--- src/hdl/prd_pkg.sv ---
// Shared constants and types for the plateau rate detector.
package prd_pkg;

	// Configuration register indexes
	localparam int unsigned CFG_IDX_W = 2;
	typedef enum logic [CFG_IDX_W-1:0] {
		CFG_WINDOW_SECONDS  = 2'd0,
		CFG_ENTER_THRESHOLD = 2'd1,
		CFG_EXIT_THRESHOLD  = 2'd2
	} cfg_index_t;

	// Field widths
	localparam int unsigned WINDOW_W  = 16;
	localparam int unsigned WORD_W    = 32;
	localparam int unsigned MINUTES_W = 27;

	// Register reset values
	localparam logic [WINDOW_W-1:0] WINDOW_RESET = 16'd600;
	localparam logic [WORD_W-1:0]   ENTER_RESET  = 32'd1;
	localparam logic [WORD_W-1:0]   EXIT_RESET   = 32'd10;

	// Divide by 60 as (x >> 2) / 15: multiply by ceil(2^35 / 15), keep bits from 35 up
	localparam logic [WORD_W-1:0] RECIP_15    = 32'h8888_8889;
	localparam int unsigned       RECIP_SHIFT = 35;
	localparam int unsigned       QUARTER_W   = WORD_W - 2;
	localparam int unsigned       PROD_W      = QUARTER_W + WORD_W;

	// One result beat
	typedef struct packed {
		logic                 window_closed;
		logic [WORD_W-1:0]    window_gain;
		logic                 plateau_flag;
		logic                 entered_pulse;
		logic                 exited_pulse;
		logic [MINUTES_W-1:0] plateau_minutes;
		logic [WORD_W-1:0]    entered_total;
		logic [WORD_W-1:0]    exited_total;
	} result_t;

endpackage

--- src/hdl/plateau_rate_detector_hysteresis.sv ---
// Plateau rate detector: windowed discovery gain with enter/exit hysteresis.
// Path: an accepted check beat is captured in the input register, then registered in the
// result reg once the result side is free, and its result beat is offered from there.
// Throughput: one check per cycle unless out_ready stalls; state update and result come from
// compares, subtracts and a 30x32 minutes reciprocal multiply between input and result regs.
// Reset: arst_n clears the pipeline valids, the tracking state and restores default config.
module plateau_rate_detector_hysteresis (
	input  logic                          clk,
	input  logic                          arst_n,
	// configuration write port
	input  logic                          cfg_we,
	input  logic [prd_pkg::CFG_IDX_W-1:0] cfg_index,
	input  logic [prd_pkg::WORD_W-1:0]    cfg_data,
	// check input channel
	input  logic                          in_valid,
	output logic                          in_ready,
	input  logic [prd_pkg::WORD_W-1:0]    now_seconds,
	input  logic [prd_pkg::WORD_W-1:0]    edge_count,
	// result channel
	output logic                          out_valid,
	input  logic                          out_ready,
	output logic                          window_closed,
	output logic [prd_pkg::WORD_W-1:0]    window_gain,
	output logic                          plateau_flag,
	output logic                          entered_pulse,
	output logic                          exited_pulse,
	output logic [prd_pkg::MINUTES_W-1:0] plateau_minutes,
	output logic [prd_pkg::WORD_W-1:0]    entered_total,
	output logic [prd_pkg::WORD_W-1:0]    exited_total
);
	import prd_pkg::*;

	// configuration
	logic [WINDOW_W-1:0] window_q;
	logic [WORD_W-1:0]   enter_th_q;
	logic [WORD_W-1:0]   exit_th_q;

	// tracking state
	logic              armed_q;
	logic [WORD_W-1:0] win_start_q;
	logic [WORD_W-1:0] prev_count_q;
	logic [WORD_W-1:0] last_gain_q;
	logic              in_plateau_q;
	logic [WORD_W-1:0] entered_time_q;
	logic [WORD_W-1:0] entry_cnt_q;
	logic [WORD_W-1:0] exit_cnt_q;

	// input stage
	logic              valid_s1;
	logic [WORD_W-1:0] now_s1;
	logic [WORD_W-1:0] count_s1;

	// result stage
	logic    out_valid_q;
	result_t res_q;

	logic    advance;
	logic    accept;

	logic [WORD_W-1:0]    elapsed;
	logic [WORD_W-1:0]    gain;
	logic                 close;
	logic                 below_enter;
	logic                 do_enter;
	logic                 do_exit;
	logic [WORD_W-1:0]    plateau_secs;
	logic [PROD_W-1:0]    min_prod;
	logic [MINUTES_W-1:0] minutes;
	logic [WORD_W-1:0]    entry_cnt_d;
	logic [WORD_W-1:0]    exit_cnt_d;
	logic                 in_plateau_d;
	result_t              res_d;

	// handshake: result register parts the two sides
	assign advance  = valid_s1 && (!out_valid_q || out_ready);
	assign in_ready = !valid_s1 || advance;
	assign accept   = in_valid && in_ready;

	// configuration writes
	always_ff @(posedge clk or negedge arst_n) begin
		if (!arst_n) begin
			window_q   <= WINDOW_RESET;
			enter_th_q <= ENTER_RESET;
			exit_th_q  <= EXIT_RESET;
		end else if (cfg_we) begin
			case (cfg_index)
				CFG_WINDOW_SECONDS:  window_q   <= cfg_data[WINDOW_W-1:0];
				CFG_ENTER_THRESHOLD: enter_th_q <= cfg_data;
				CFG_EXIT_THRESHOLD:  exit_th_q  <= cfg_data;
				default: ;
			endcase
		end
	end

	// input register
	always_ff @(posedge clk or negedge arst_n) begin
		if (!arst_n) begin
			valid_s1 <= 1'b0;
		end else if (in_ready) begin
			valid_s1 <= in_valid;
		end
	end

	always_ff @(posedge clk) begin
		if (accept) begin
			now_s1   <= now_seconds;
			count_s1 <= edge_count;
		end
	end

	// window close and gain; negative elapsed and falling counts clamp to zero
	assign elapsed     = (now_s1 >= win_start_q) ? (now_s1 - win_start_q) : '0;
	assign close       = armed_q && (elapsed >= {{(WORD_W-WINDOW_W){1'b0}}, window_q});
	assign gain        = (count_s1 >= prev_count_q) ? (count_s1 - prev_count_q) : '0;
	assign below_enter = gain < enter_th_q;
	assign do_enter    = close && below_enter && !in_plateau_q;
	assign do_exit     = close && !below_enter && (gain >= exit_th_q) && in_plateau_q;

	// plateau length in minutes via reciprocal of 15 on seconds/4
	assign plateau_secs = (now_s1 > entered_time_q) ? (now_s1 - entered_time_q) : '0;
	assign min_prod     = PROD_W'(plateau_secs[WORD_W-1:2]) * PROD_W'(RECIP_15);
	assign minutes      = do_exit ? min_prod[RECIP_SHIFT +: MINUTES_W] : '0;

	assign entry_cnt_d  = do_enter ? entry_cnt_q + 1'b1 : entry_cnt_q;
	assign exit_cnt_d   = do_exit  ? exit_cnt_q + 1'b1  : exit_cnt_q;
	assign in_plateau_d = do_enter ? 1'b1 : (do_exit ? 1'b0 : in_plateau_q);

	// next result beat
	always_comb begin
		res_d.window_closed   = close;
		res_d.window_gain     = close ? gain : last_gain_q;
		res_d.plateau_flag    = in_plateau_d;
		res_d.entered_pulse   = do_enter;
		res_d.exited_pulse    = do_exit;
		res_d.plateau_minutes = minutes;
		res_d.entered_total   = entry_cnt_d;
		res_d.exited_total    = exit_cnt_d;
	end

	// tracking state update, one check per advance
	always_ff @(posedge clk or negedge arst_n) begin
		if (!arst_n) begin
			armed_q        <= 1'b0;
			win_start_q    <= '0;
			prev_count_q   <= '0;
			last_gain_q    <= '0;
			in_plateau_q   <= 1'b0;
			entered_time_q <= '0;
			entry_cnt_q    <= '0;
			exit_cnt_q     <= '0;
		end else if (advance) begin
			if (!armed_q || close) begin
				win_start_q  <= now_s1;
				prev_count_q <= count_s1;
			end
			armed_q <= 1'b1;
			if (close) begin
				last_gain_q <= gain;
			end
			if (do_enter) begin
				entered_time_q <= now_s1;
			end else if (do_exit) begin
				entered_time_q <= '0;
			end
			in_plateau_q <= in_plateau_d;
			entry_cnt_q  <= entry_cnt_d;
			exit_cnt_q   <= exit_cnt_d;
		end
	end

	// result register
	always_ff @(posedge clk or negedge arst_n) begin
		if (!arst_n) begin
			out_valid_q <= 1'b0;
		end else if (!out_valid_q || out_ready) begin
			out_valid_q <= valid_s1;
		end
	end

	always_ff @(posedge clk) begin
		if (advance) begin
			res_q <= res_d;
		end
	end

	assign out_valid       = out_valid_q;
	assign window_closed   = res_q.window_closed;
	assign window_gain     = res_q.window_gain;
	assign plateau_flag    = res_q.plateau_flag;
	assign entered_pulse   = res_q.entered_pulse;
	assign exited_pulse    = res_q.exited_pulse;
	assign plateau_minutes = res_q.plateau_minutes;
	assign entered_total   = res_q.entered_total;
	assign exited_total    = res_q.exited_total;

	// checks
	a_pulse_excl: assert property (@(posedge clk) disable iff (!arst_n)
		out_valid_q |-> !(res_q.entered_pulse && res_q.exited_pulse))
		else $error("entry and exit in one beat");

	a_pulse_closed: assert property (@(posedge clk) disable iff (!arst_n)
		out_valid_q && (res_q.entered_pulse || res_q.exited_pulse) |-> res_q.window_closed)
		else $error("plateau change without a closed window");

	a_flag_follows: assert property (@(posedge clk) disable iff (!arst_n)
		out_valid_q |-> (!res_q.entered_pulse || res_q.plateau_flag)
			&& (!res_q.exited_pulse || !res_q.plateau_flag))
		else $error("plateau flag disagrees with pulse");

	a_minutes_on_exit: assert property (@(posedge clk) disable iff (!arst_n)
		out_valid_q && (res_q.plateau_minutes != '0) |-> res_q.exited_pulse)
		else $error("plateau minutes outside exit");

	a_stall_only: assert property (@(posedge clk) disable iff (!arst_n)
		!in_ready |-> valid_s1 && out_valid_q && !out_ready)
		else $error("input stalled without output backpressure");

	a_entry_count: assert property (@(posedge clk) disable iff (!arst_n)
		advance && !armed_q |=> !res_q.window_closed && out_valid_q)
		else $error("arming check closed a window");

endmodule
--- config.mk ---
export PLATFORM = sky130hd
export DESIGN_NAME = plateau_rate_detector_hysteresis
export DESIGN_NICKNAME = d
export VERILOG_FILES = /design/src/hdl/prd_pkg.sv /design/src/hdl/plateau_rate_detector_hysteresis.sv
export SDC_FILE = /design/constraint.sdc
export NUM_CORES = 1
export LEC_CHECK = 0
export ABC_AREA = 1
export BUFFER_PORTS_ARGS = -buffer_cell sky130_fd_sc_hd__buf_4
export CAP_MARGIN = 20
export CORE_AREA = 2 2 382 384
export CTS_CLUSTER_SIZE = 14
export DETAILED_ROUTE_END_ITERATION = 10
export DIE_AREA = 0 0 384 386
export HOLD_SLACK_MARGIN = 0.15
export PLACE_DENSITY = 0.48
export SLEW_MARGIN = 20
export SYNTH_ARGS = -nofsm -noshare
export SYNTH_HDL_FRONTEND = slang
export SYNTH_SLANG_ARGS = --single-unit
--- constraint.sdc ---
create_clock -name clk -period 7.2 [get_ports clk]
set_input_delay 0 -clock clk [delete_from_list [all_inputs] [get_ports clk]]
set_output_delay 0 -clock clk [all_outputs]
set_load 0.005 [all_outputs]
# Word level (Yosys, flattened, before mapping)
# Cells that the tools add are included.
totals:
  ff_bits: 467
  in_bits: 103
  elab_cells: 70
  out_inout_bits: 129
classes:
  add_sub_neg: 5
  n_reduce_logical: 23
  multipliers: 1
  muxes: 10
  eq_ne: 2
  n_lt_le_gt_ge: 6
ops:
  columns: ["op", "count"]
  rows:
  - ["$mux W32", 8]
  - ["$ge A32 B32 Y1", 3]
  - ["$sub A32 B32 Y32", 3]
  - ["$add A32 B1 Y32 const B", 2]
  - ["$mul A30 B32 Y62 const B", 1]
  - ["$ge A32 B16 Y1", 1]
  - ["$gt A32 B32 Y1", 1]
  - ["$lt A32 B32 Y1", 1]
  - ["$reduce_and A2 Y1", 5]
  - ["$logic_and A1 B1 Y1", 8]
  - ["$logic_not A1 Y1", 5]
  - ["$logic_or A1 B1 Y1", 3]
  - ["$eq A2 B1 Y1 const B", 1]
  - ["$eq A2 B2 Y1 const B", 1]
  - ["$logic_not A2 Y1", 1]
  - ["$mux W1", 2]
  - ["$reduce_bool A2 Y1", 1]

# Logic depth before layout (Yosys ltp)
# Gate-level depths: netlist (run 1).
logic_depth:
  ltp_word: 9
  ltp_mapped: 48
  depth_no_buf: 48

# Worst setup path before layout (run 1)
# Ideal clock, no wire load.
synth_path:
  path_kind: "register to register"
  start: "register now_s1[1]"
  end: "register res_q, in the netlist plateau_minutes[21], data pin"
  n_path_buf: 0
  stages_incl_launch_ff: 42
  setup_slack_ns: -0.416
  setup_time_ns: 0.253
  required_time_ns: 6.947
  synth_period_minus_slack_ns: 7.616
  arrival_ns: 7.363
  path_cell_list: "edfxtp_1 > ha_1 > a21oi_1 > o21ai_1 > nand2_1 > nand2_1 > nand2_1 > o21ai_1 > nand2_1 > nand2_1 > nand2_1 > nand2_1 > a21oi_1 > o2111ai_1 > or2_2 > nand3_1 > inv_1 > ha_1 > (+6 left out) > inv_1 > fa_1 > fa_1 > ha_1 > ha_1 > nand2_1 > nor2_1 > inv_1 > nor2_1 > inv_1 > nor4_1 > nand4_1 > nand2_1 > nand3_1 > o21ai_0 > nand2_1 > nand2_1 > nor2_1"
synth_via:
  elab_chain_len: 7
  elab_cells_between_ends: 12
  cone_classes: "2 x add/sub; 1 x mul; 3 x order compare; 2 x mux; 4 x reduce/logical"
synth_rtl:
  columns: ["item", "line", "text"]
  rows:
  - ["start: declaration", "plateau_rate_detector_hysteresis.sv:50", "logic [WORD_W-1:0] now_s1;"]
  - ["start signal: assignment", "plateau_rate_detector_hysteresis.sv:106", "now_s1 <= now_seconds;"]
  - ["parallel branches: the longest is 7 deep, another holds $mul A30 B32 Y62", null, null]
  - ["end signal: assignment", "plateau_rate_detector_hysteresis.sv:182", "res_q <= res_d;"]
  - ["end: declaration", "plateau_rate_detector_hysteresis.sv:55", "result_t res_q;"]
# Several ways; the timed one is not identified.
# A chain may end at the register's enable or synchronous reset.

# Worst setup path after layout (run 1)
layout_path:
  start: "register now_s1[3]"
  end: "register res_q, in the netlist plateau_minutes[14], data pin"
# The elaborated chain is that of the path after synthesis.

==> results.py, run 1 <==
metrics = {
    "status": {
        "status": "finished, violations left",
        "violations": "negative setup slack",
    },
    "floorplanning": {
        "die_width_um": 384,
        "initial_core_util_pct": 24.8,
        "die_area_um2": 148000,
        "dieHeight_um": 386,
        "ios": 232,
        "core-area_um2": 145000,
        "num_rows": 140,
    },
    "clocking": {
        "cts-root-buf": "clkbuf_16",
        "clkTransAtPathRegs_ns": 0.07,
        "cts_tree": "done",
        "insertion_delay_ns": 0.68,
        "cts.path.max_buffers": 3,
        "cts_buffers": 61,
        "h-tree-depth": 2,
        "cts_sinks": 467,
    },
    "worst_setup_path": {
        "worst-path-stages": 44,
        "path_buf_inv": 12,
        "worstPathArrival_ns": 7.88,
        "r2r_cells": 44,
        "crit_path_start_kind": "register",
        "critical_path_class": "register to register",
        "critPathMaxStageDelay_ns": 0.58,
        "cpLargestDelayFamily": "adder cells",
        "crit_path_end_kind": "register",
        "path_common_cell": "nand2_2",
        "critPathSlowestCell": "fa_1",
        "cp.required_ns": 7.62,
        "path_max_fanout": 4,
    },
    "cells_and_area": {
        "area_growth_pct": 38.8,
        "fill_cells": 15200,
        "seqCellArea_um2": 12700,
        "instances_no_fill": 7410,
        "multi_input_comb_area_um2": 22200,
        "antennaDiodeCount": 0,
        "drive_gt1_share_pct": 23.2,
        "nets": 6085,
    },
    "sta": {
        "min_period_ns": 7.45,
        "fin_crit_sh_pct": 104,
        "fin_ws_ns": -0.254,
        "worst_slew_pin_slew_ns": 1.02,
        "rsz0062_at_grt": "true",
        "clock.fmax_mhz": 134,
        "hold_viol": 0,
        "finClkSkew_ns": 0.0312,
        "maxSlewViolCount": 0,
        "setup_viol": 23,
        "slew_headroom_pct": 32.2,
    },
    "synth": {
        "ys_warn_count": 0,
        "synth_top_area_share_pct": 18.7,
        "yosys.area.top_type": "dfrtp_1",
        "yosysUniqueCellTypes": 54,
        "synth_commonest_cells": "nand2_1 (1154), inv_1 (714), ha_1 (426)",
        "ys_top_cells_by_area": "dfrtp_1 (19%), edfxtp_1 (16%), ha_1 (15%)",
        "syn_area_per_cell_um2": 7.91,
        "ys_seq_area_share_pct": 35.2,
        "syn_area_um2": 35900,
        "synth_flop_cell": "dfrtp_1",
        "syn_nets": 5186,
        "async_flop_share_pct": 59.1,
        "syn-instance-count": 4541,
        "synth_edf_count": 191,
        "ys_seq_elements": 467,
        "synth_most_common_cell": "nand2_1",
    },
    "detailed_routing": {
        "drt_iter0_markers": 1479,
        "wl_per_cell_um": 15.9,
        "routed_via_density": 4.37,
        "finalWirelength_mm": 118,
        "firstDrtPassIters": 5,
        "vias": 32400,
        "drcViolationCount": 0,
        "detail-route-antenna-nets": 0,
    },
    "grt": {
        "track_usage_pct": 15.8,
        "overflow": 0,
        "grt_first_pass_wirelength_mm": 186,
        "grt_max_degree": 123,
        "grt_pass1_vias": 33300,
        "antenna_found_initial": 7,
    },
    "hold_path": {
        "hp-class": "input port to register",
        "hold_path_depth": 4,
    },
    "place": {
        "dp_hpwl_mm": 92.4,
        "dpl.cell_count": 7044,
        "portBuffers": 231,
        "gp_congestion": 0.934,
    },
    "run": {
        "drv_cap": 0,
    },
}
[final timing paths]
check	from	end	slack, ns
max in group asynchronous	arst_n	entered_time_q[3]	5.39
max reg2reg	now_s1[3]	plateau_minutes[14]	-0.25
min reg2reg	last_gain_q[26]	last_gain_q[26]	0.48
max	now_s1[3]	plateau_minutes[14]	-0.25
min in group asynchronous	arst_n	exit_th_q[3]	0.46
min	cfg_data[29]	exit_th_q[29]	0.19
[tightest hold or removal path, stage by stage]
cell	delay [ns]
dlygate4sd3_1	0.53
buf_4	0.10
inv_1	0.05
o21ai_0	0.14
[stage by stage]
stage	hold slack (ns)	area, µm²	TNS, ns	util [%]	setup slack [ns]
after floorplan	-0.296	36200	-0.00437	-	-0.00437
after global placement	0.0133	43400	-11.90	30.0	-0.795
after detailed placement	0.0171	43400	-15.05	30.0	-0.815
after CTS	0.155	48500	-2.93	33.6	-0.275
after global routing	0.213	49800	-12.76	34.5	-0.619
final	0.194	49800	-3.19	34.5	-0.254
[what timing repair did]
item / in CTS / in global routing
gates cloned: 0 / 0
hold buffers: 191 / 0
endpoints found under the setup margin: 27 / 27
setup buffers: 28 / 32
endpoints found under the hold margin: 366 / 0
pin swaps: 76 / 92
resized for setup: 191 / 250
[cell usage in the layout (no fill, tap or decap), types with 51 or more instances in the layout]
master         count
nor3_1            51
inv_1            679
dfrtp_1          269
a21oi_1          248
nor2_1           356
ha_1             356
nand2_1         1097
dlygate4sd3_1    190
clkbuf_16         67
buf_4            730
nand4_1           85
edfxtp_1         191
ha_4              65
xor2_1            66
o21ai_0          230
fa_1             102
nand3_1          138
[area by class of cell]
cell class | count | share of cell area, %
sequential | 467 | 25.4
clock buffer | 79 | 3.54
clock inverter | 37 | 0.972
multi-input combinational | 3248 | 44.5
tap | 1917 | 4.81
timing repair buffer | 942 | 15.4
inverter | 720 | 5.44
[kinds of logic after synthesis]
logic type | count (synthesis) | synth area share, %
adders and majority gates | 542 | 21.3
buffers and inverters | 826 | 8.89
and+or+nand+nor | 1934 | 22.2
DFF | 467 | 35.2
xor gates and xnor gates | 88 | 2.15
AOI/OAI and AO/OA | 684 | 10.2
[routing by layer]
metal	vias to the layer above	wire length (µm)	GRT usage, %
met5	-	34	0
met4	6	2940	4.25
met3	135	4120	2.06
met2	478	56200	27.4
met1	15200	54900	20.7
li1	16600	-	-
Power of run 1 is not shown: default switching activity piles up to over one toggle a cycle in this logic, so the estimate is an artifact.
==> inputs of run 2 (changes only) <==
- ABC_AREA: 1 -> unset
- CORE_AREA: 2 2 382 384 -> 2 2 368 370
- DIE_AREA: 0 0 384 386 -> 0 0 370 372
- SLEW_MARGIN: 20 -> 5
==> run 2 against run 1 <==
The flow still finishes with violations (negative setup slack). Synthesized cell count fell by 27%. Largest cell class unchanged. Register-to-register slack got worse by 1.0 ns. Global-route usage fell by 2.1 points. Utilization fell by 0.57 points. Routed wire length fell by 20%. Final cell count fell by 18%. Sequential share of layout area rose by 2.4 points.
==> results.py, run 2 <==
metrics = {
    "status": {
        "status": "finished, violations left",
        "violations": "negative setup slack",
    },
    "detailed_routing": {
        "detail-route-antenna-nets": 0,
        "vias": 26200,
        "routed_via_density": 4.33,
        "wl_per_cell_um": 15.6,
        "drt_iter0_markers": 1182,
        "finalWirelength_mm": 94.4,
        "firstDrtPassIters": 5,
        "drcViolationCount": 0,
    },
    "place": {
        "place_ws_ns": -1.66,
        "dpl.cell_count": 5688,
        "portBuffers": 231,
        "dp_hpwl_mm": 73.6,
        "gp_congestion": 0.853,
    },
    "floorplanning": {
        "die_width_um": 370,
        "num_rows": 135,
        "die_area_um2": 138000,
        "core-area_um2": 134000,
        "dieHeight_um": 372,
        "initial_core_util_pct": 24.8,
        "ios": 232,
    },
    "grt": {
        "overflow": 0,
        "antenna_found_initial": 12,
        "grt_max_degree": 152,
        "grt_first_pass_wirelength_mm": 150,
        "track_usage_pct": 13.7,
        "grt_pass1_vias": 27000,
    },
    "synth": {
        "ys_top_cells_by_area": "dfrtp_1 (20%), edfxtp_1 (17%), ha_1 (16%)",
        "yosys.area.top_type": "dfrtp_1",
        "yosysUniqueCellTypes": 76,
        "ys_seq_area_share_pct": 38.0,
        "syn-instance-count": 3329,
        "ys_warn_count": 0,
        "syn_area_per_cell_um2": 10.0,
        "syn_nets": 3974,
        "syn_area_um2": 33300,
        "synth_edf_count": 191,
        "synth_commonest_cells": "inv_1 (434), ha_1 (426), nand2_1 (303)",
        "synth_top_area_share_pct": 20.2,
        "async_flop_share_pct": 59.1,
        "synth_flop_cell": "dfrtp_1",
        "synth_most_common_cell": "inv_1",
        "ys_seq_elements": 467,
    },
    "sta": {
        "fin_ws_ns": -1.25,
        "worst_slew_pin_slew_ns": 0.992,
        "slew_headroom_pct": 33.8,
        "fin_crit_sh_pct": 117,
        "finClkSkew_ns": 0.0681,
        "maxSlewViolCount": 0,
        "rsz0062_at_grt": "true",
        "hold_viol": 0,
        "clock.fmax_mhz": 118,
        "min_period_ns": 8.45,
        "setup_viol": 27,
    },
    "worst_setup_path": {
        "crit_path_end_kind": "register",
        "critical_path_class": "register to register",
        "path_max_fanout": 4,
        "critPathSlowestCell": "fa_2",
        "critPathMaxStageDelay_ns": 0.58,
        "cp.required_ns": 7.56,
        "setup.worst_path.start": "now_s1[1]",
        "crit_path_start_kind": "register",
        "reg2reg_from": "now_s1[1]",
        "worstPathArrival_ns": 8.82,
    },
    "clocking": {
        "h-tree-depth": 2,
        "cts_sinks": 467,
        "clkTransAtPathRegs_ns": 0.06,
        "cts_buffers": 58,
        "cts-root-buf": "clkbuf_16",
        "insertion_delay_ns": 0.68,
        "cts_tree": "done",
        "cts.path.max_buffers": 3,
    },
    "cells_and_area": {
        "nets": 4857,
        "final_common_cell": "buf_4",
        "area_growth_pct": 36.9,
        "final_cell_mix": "buf_4 (666), inv_1 (428), ha_1 (398)",
        "instances_no_fill": 6045,
        "drive_gt1_share_pct": 23.6,
    },
    "run": {
        "drv_cap": 0,
    },
    "hold_path": {
        "hp-class": "input port to register",
        "holdCritStartpoint": "cfg_data[11]",
    },
}
[run 2: cell types whose count changed after synthesis, moves of 75 or more]
cell and change:
nand3_1 -75, inv_1 -280, nand2_1 -851, xnor2_1 +87, nor2_1 -256, a21o_1 +76
mux2_2 +79, a21oi_1 -151
[run 2: final timing paths]
| kind | end | slack (ns) | cells after the start |
|---|---|---|---|
| max in group asynchronous | window_q[5] | 5.84 | 4 |
| worst max-delay path | plateau_minutes[7] | -1.25 | 35 |
| worst min-delay path | exit_th_q[11] | 0.20 | 3 |
| worst min register to register | last_gain_q[31] | 0.47 | 2 |
| worst max register to register | plateau_minutes[7] | -1.25 | 35 |
| min in group asynchronous | entry_cnt_q[9] | 0.47 | 4 |
[run 2: cell families after synthesis]
| logic type | count (synthesis) | synth area share [%] |
|---|---|---|
| simple gates | 832 | 11.8 |
| compound gates | 671 | 12.7 |
| fa+ha+maj | 542 | 23.0 |
| buf+inv | 525 | 6.13 |
| flops | 467 | 38.0 |
| xor+xnor | 208 | 5.47 |
| mux | 84 | 2.82 |
[run 2: per-layer routing]
metal / wire (µm) / GRT usage [%] / vias to the layer above
li1: - / - / 13300
met1: 44900 / 18.3 / 12400
met2: 44800 / 23.5 / 326
met3: 2970 / 1.88 / 106
met4: 1580 / 2.79 / 12
met5: 77 / 0 / -
[run 2: cell type report]
| class | count | area, µm² |
|---|---|---|
| Multi-Input combinational cell | 2337 | 19400 |
| Inverter | 435 | 1640 |
| Clock buffer | 76 | 1600 |
| Clock inverter | 34 | 454 |
| Fill cell | 13600 | 88700 |
| Antenna cell | 2 | 5.00 |
| Timing Repair Buffer | 913 | 7590 |
| Sequential cell | 467 | 12700 |
| Tap cell | 1781 | 2230 |
[run 2: what timing repair did]
action,4_1_cts,5_1_grt
pin swaps,65,41
setup buffers,12,6
hold buffers,228,0
gates resized for setup,80,32
endpoints found under the setup margin,27,86
hold endpoints to repair,468,0
[run 2: stage by stage]
stage	cell area (µm²)	utilization (%)	TNS (ns)	hold WS [ns]
4_1_cts	45300	33.7	-29.59	0.153
3_3_place_gp	40500	30.1	-36.29	0.0281
3_5_place_dp	40500	30.1	-37.35	0.0287
6_report	45500	33.9	-29.39	0.195
5_1_grt	45500	33.9	-38.18	0.197
2_1_floorplan	33500	-	-20.34	-0.296
[run 2: worst max-delay path: cells and delay by family (launching register included)]
family	cells	cell delay, ns
flip-flops	1	0.43
AND/OR/NAND/NOR	6	1.18
adder cells (fa/ha/maj)	9	3.46
AO/OA/AOI/OAI	12	2.21
XOR/XNOR	2	0.30
buffers and inverters	6	0.59
Power of run 2 is left out for the same reason.
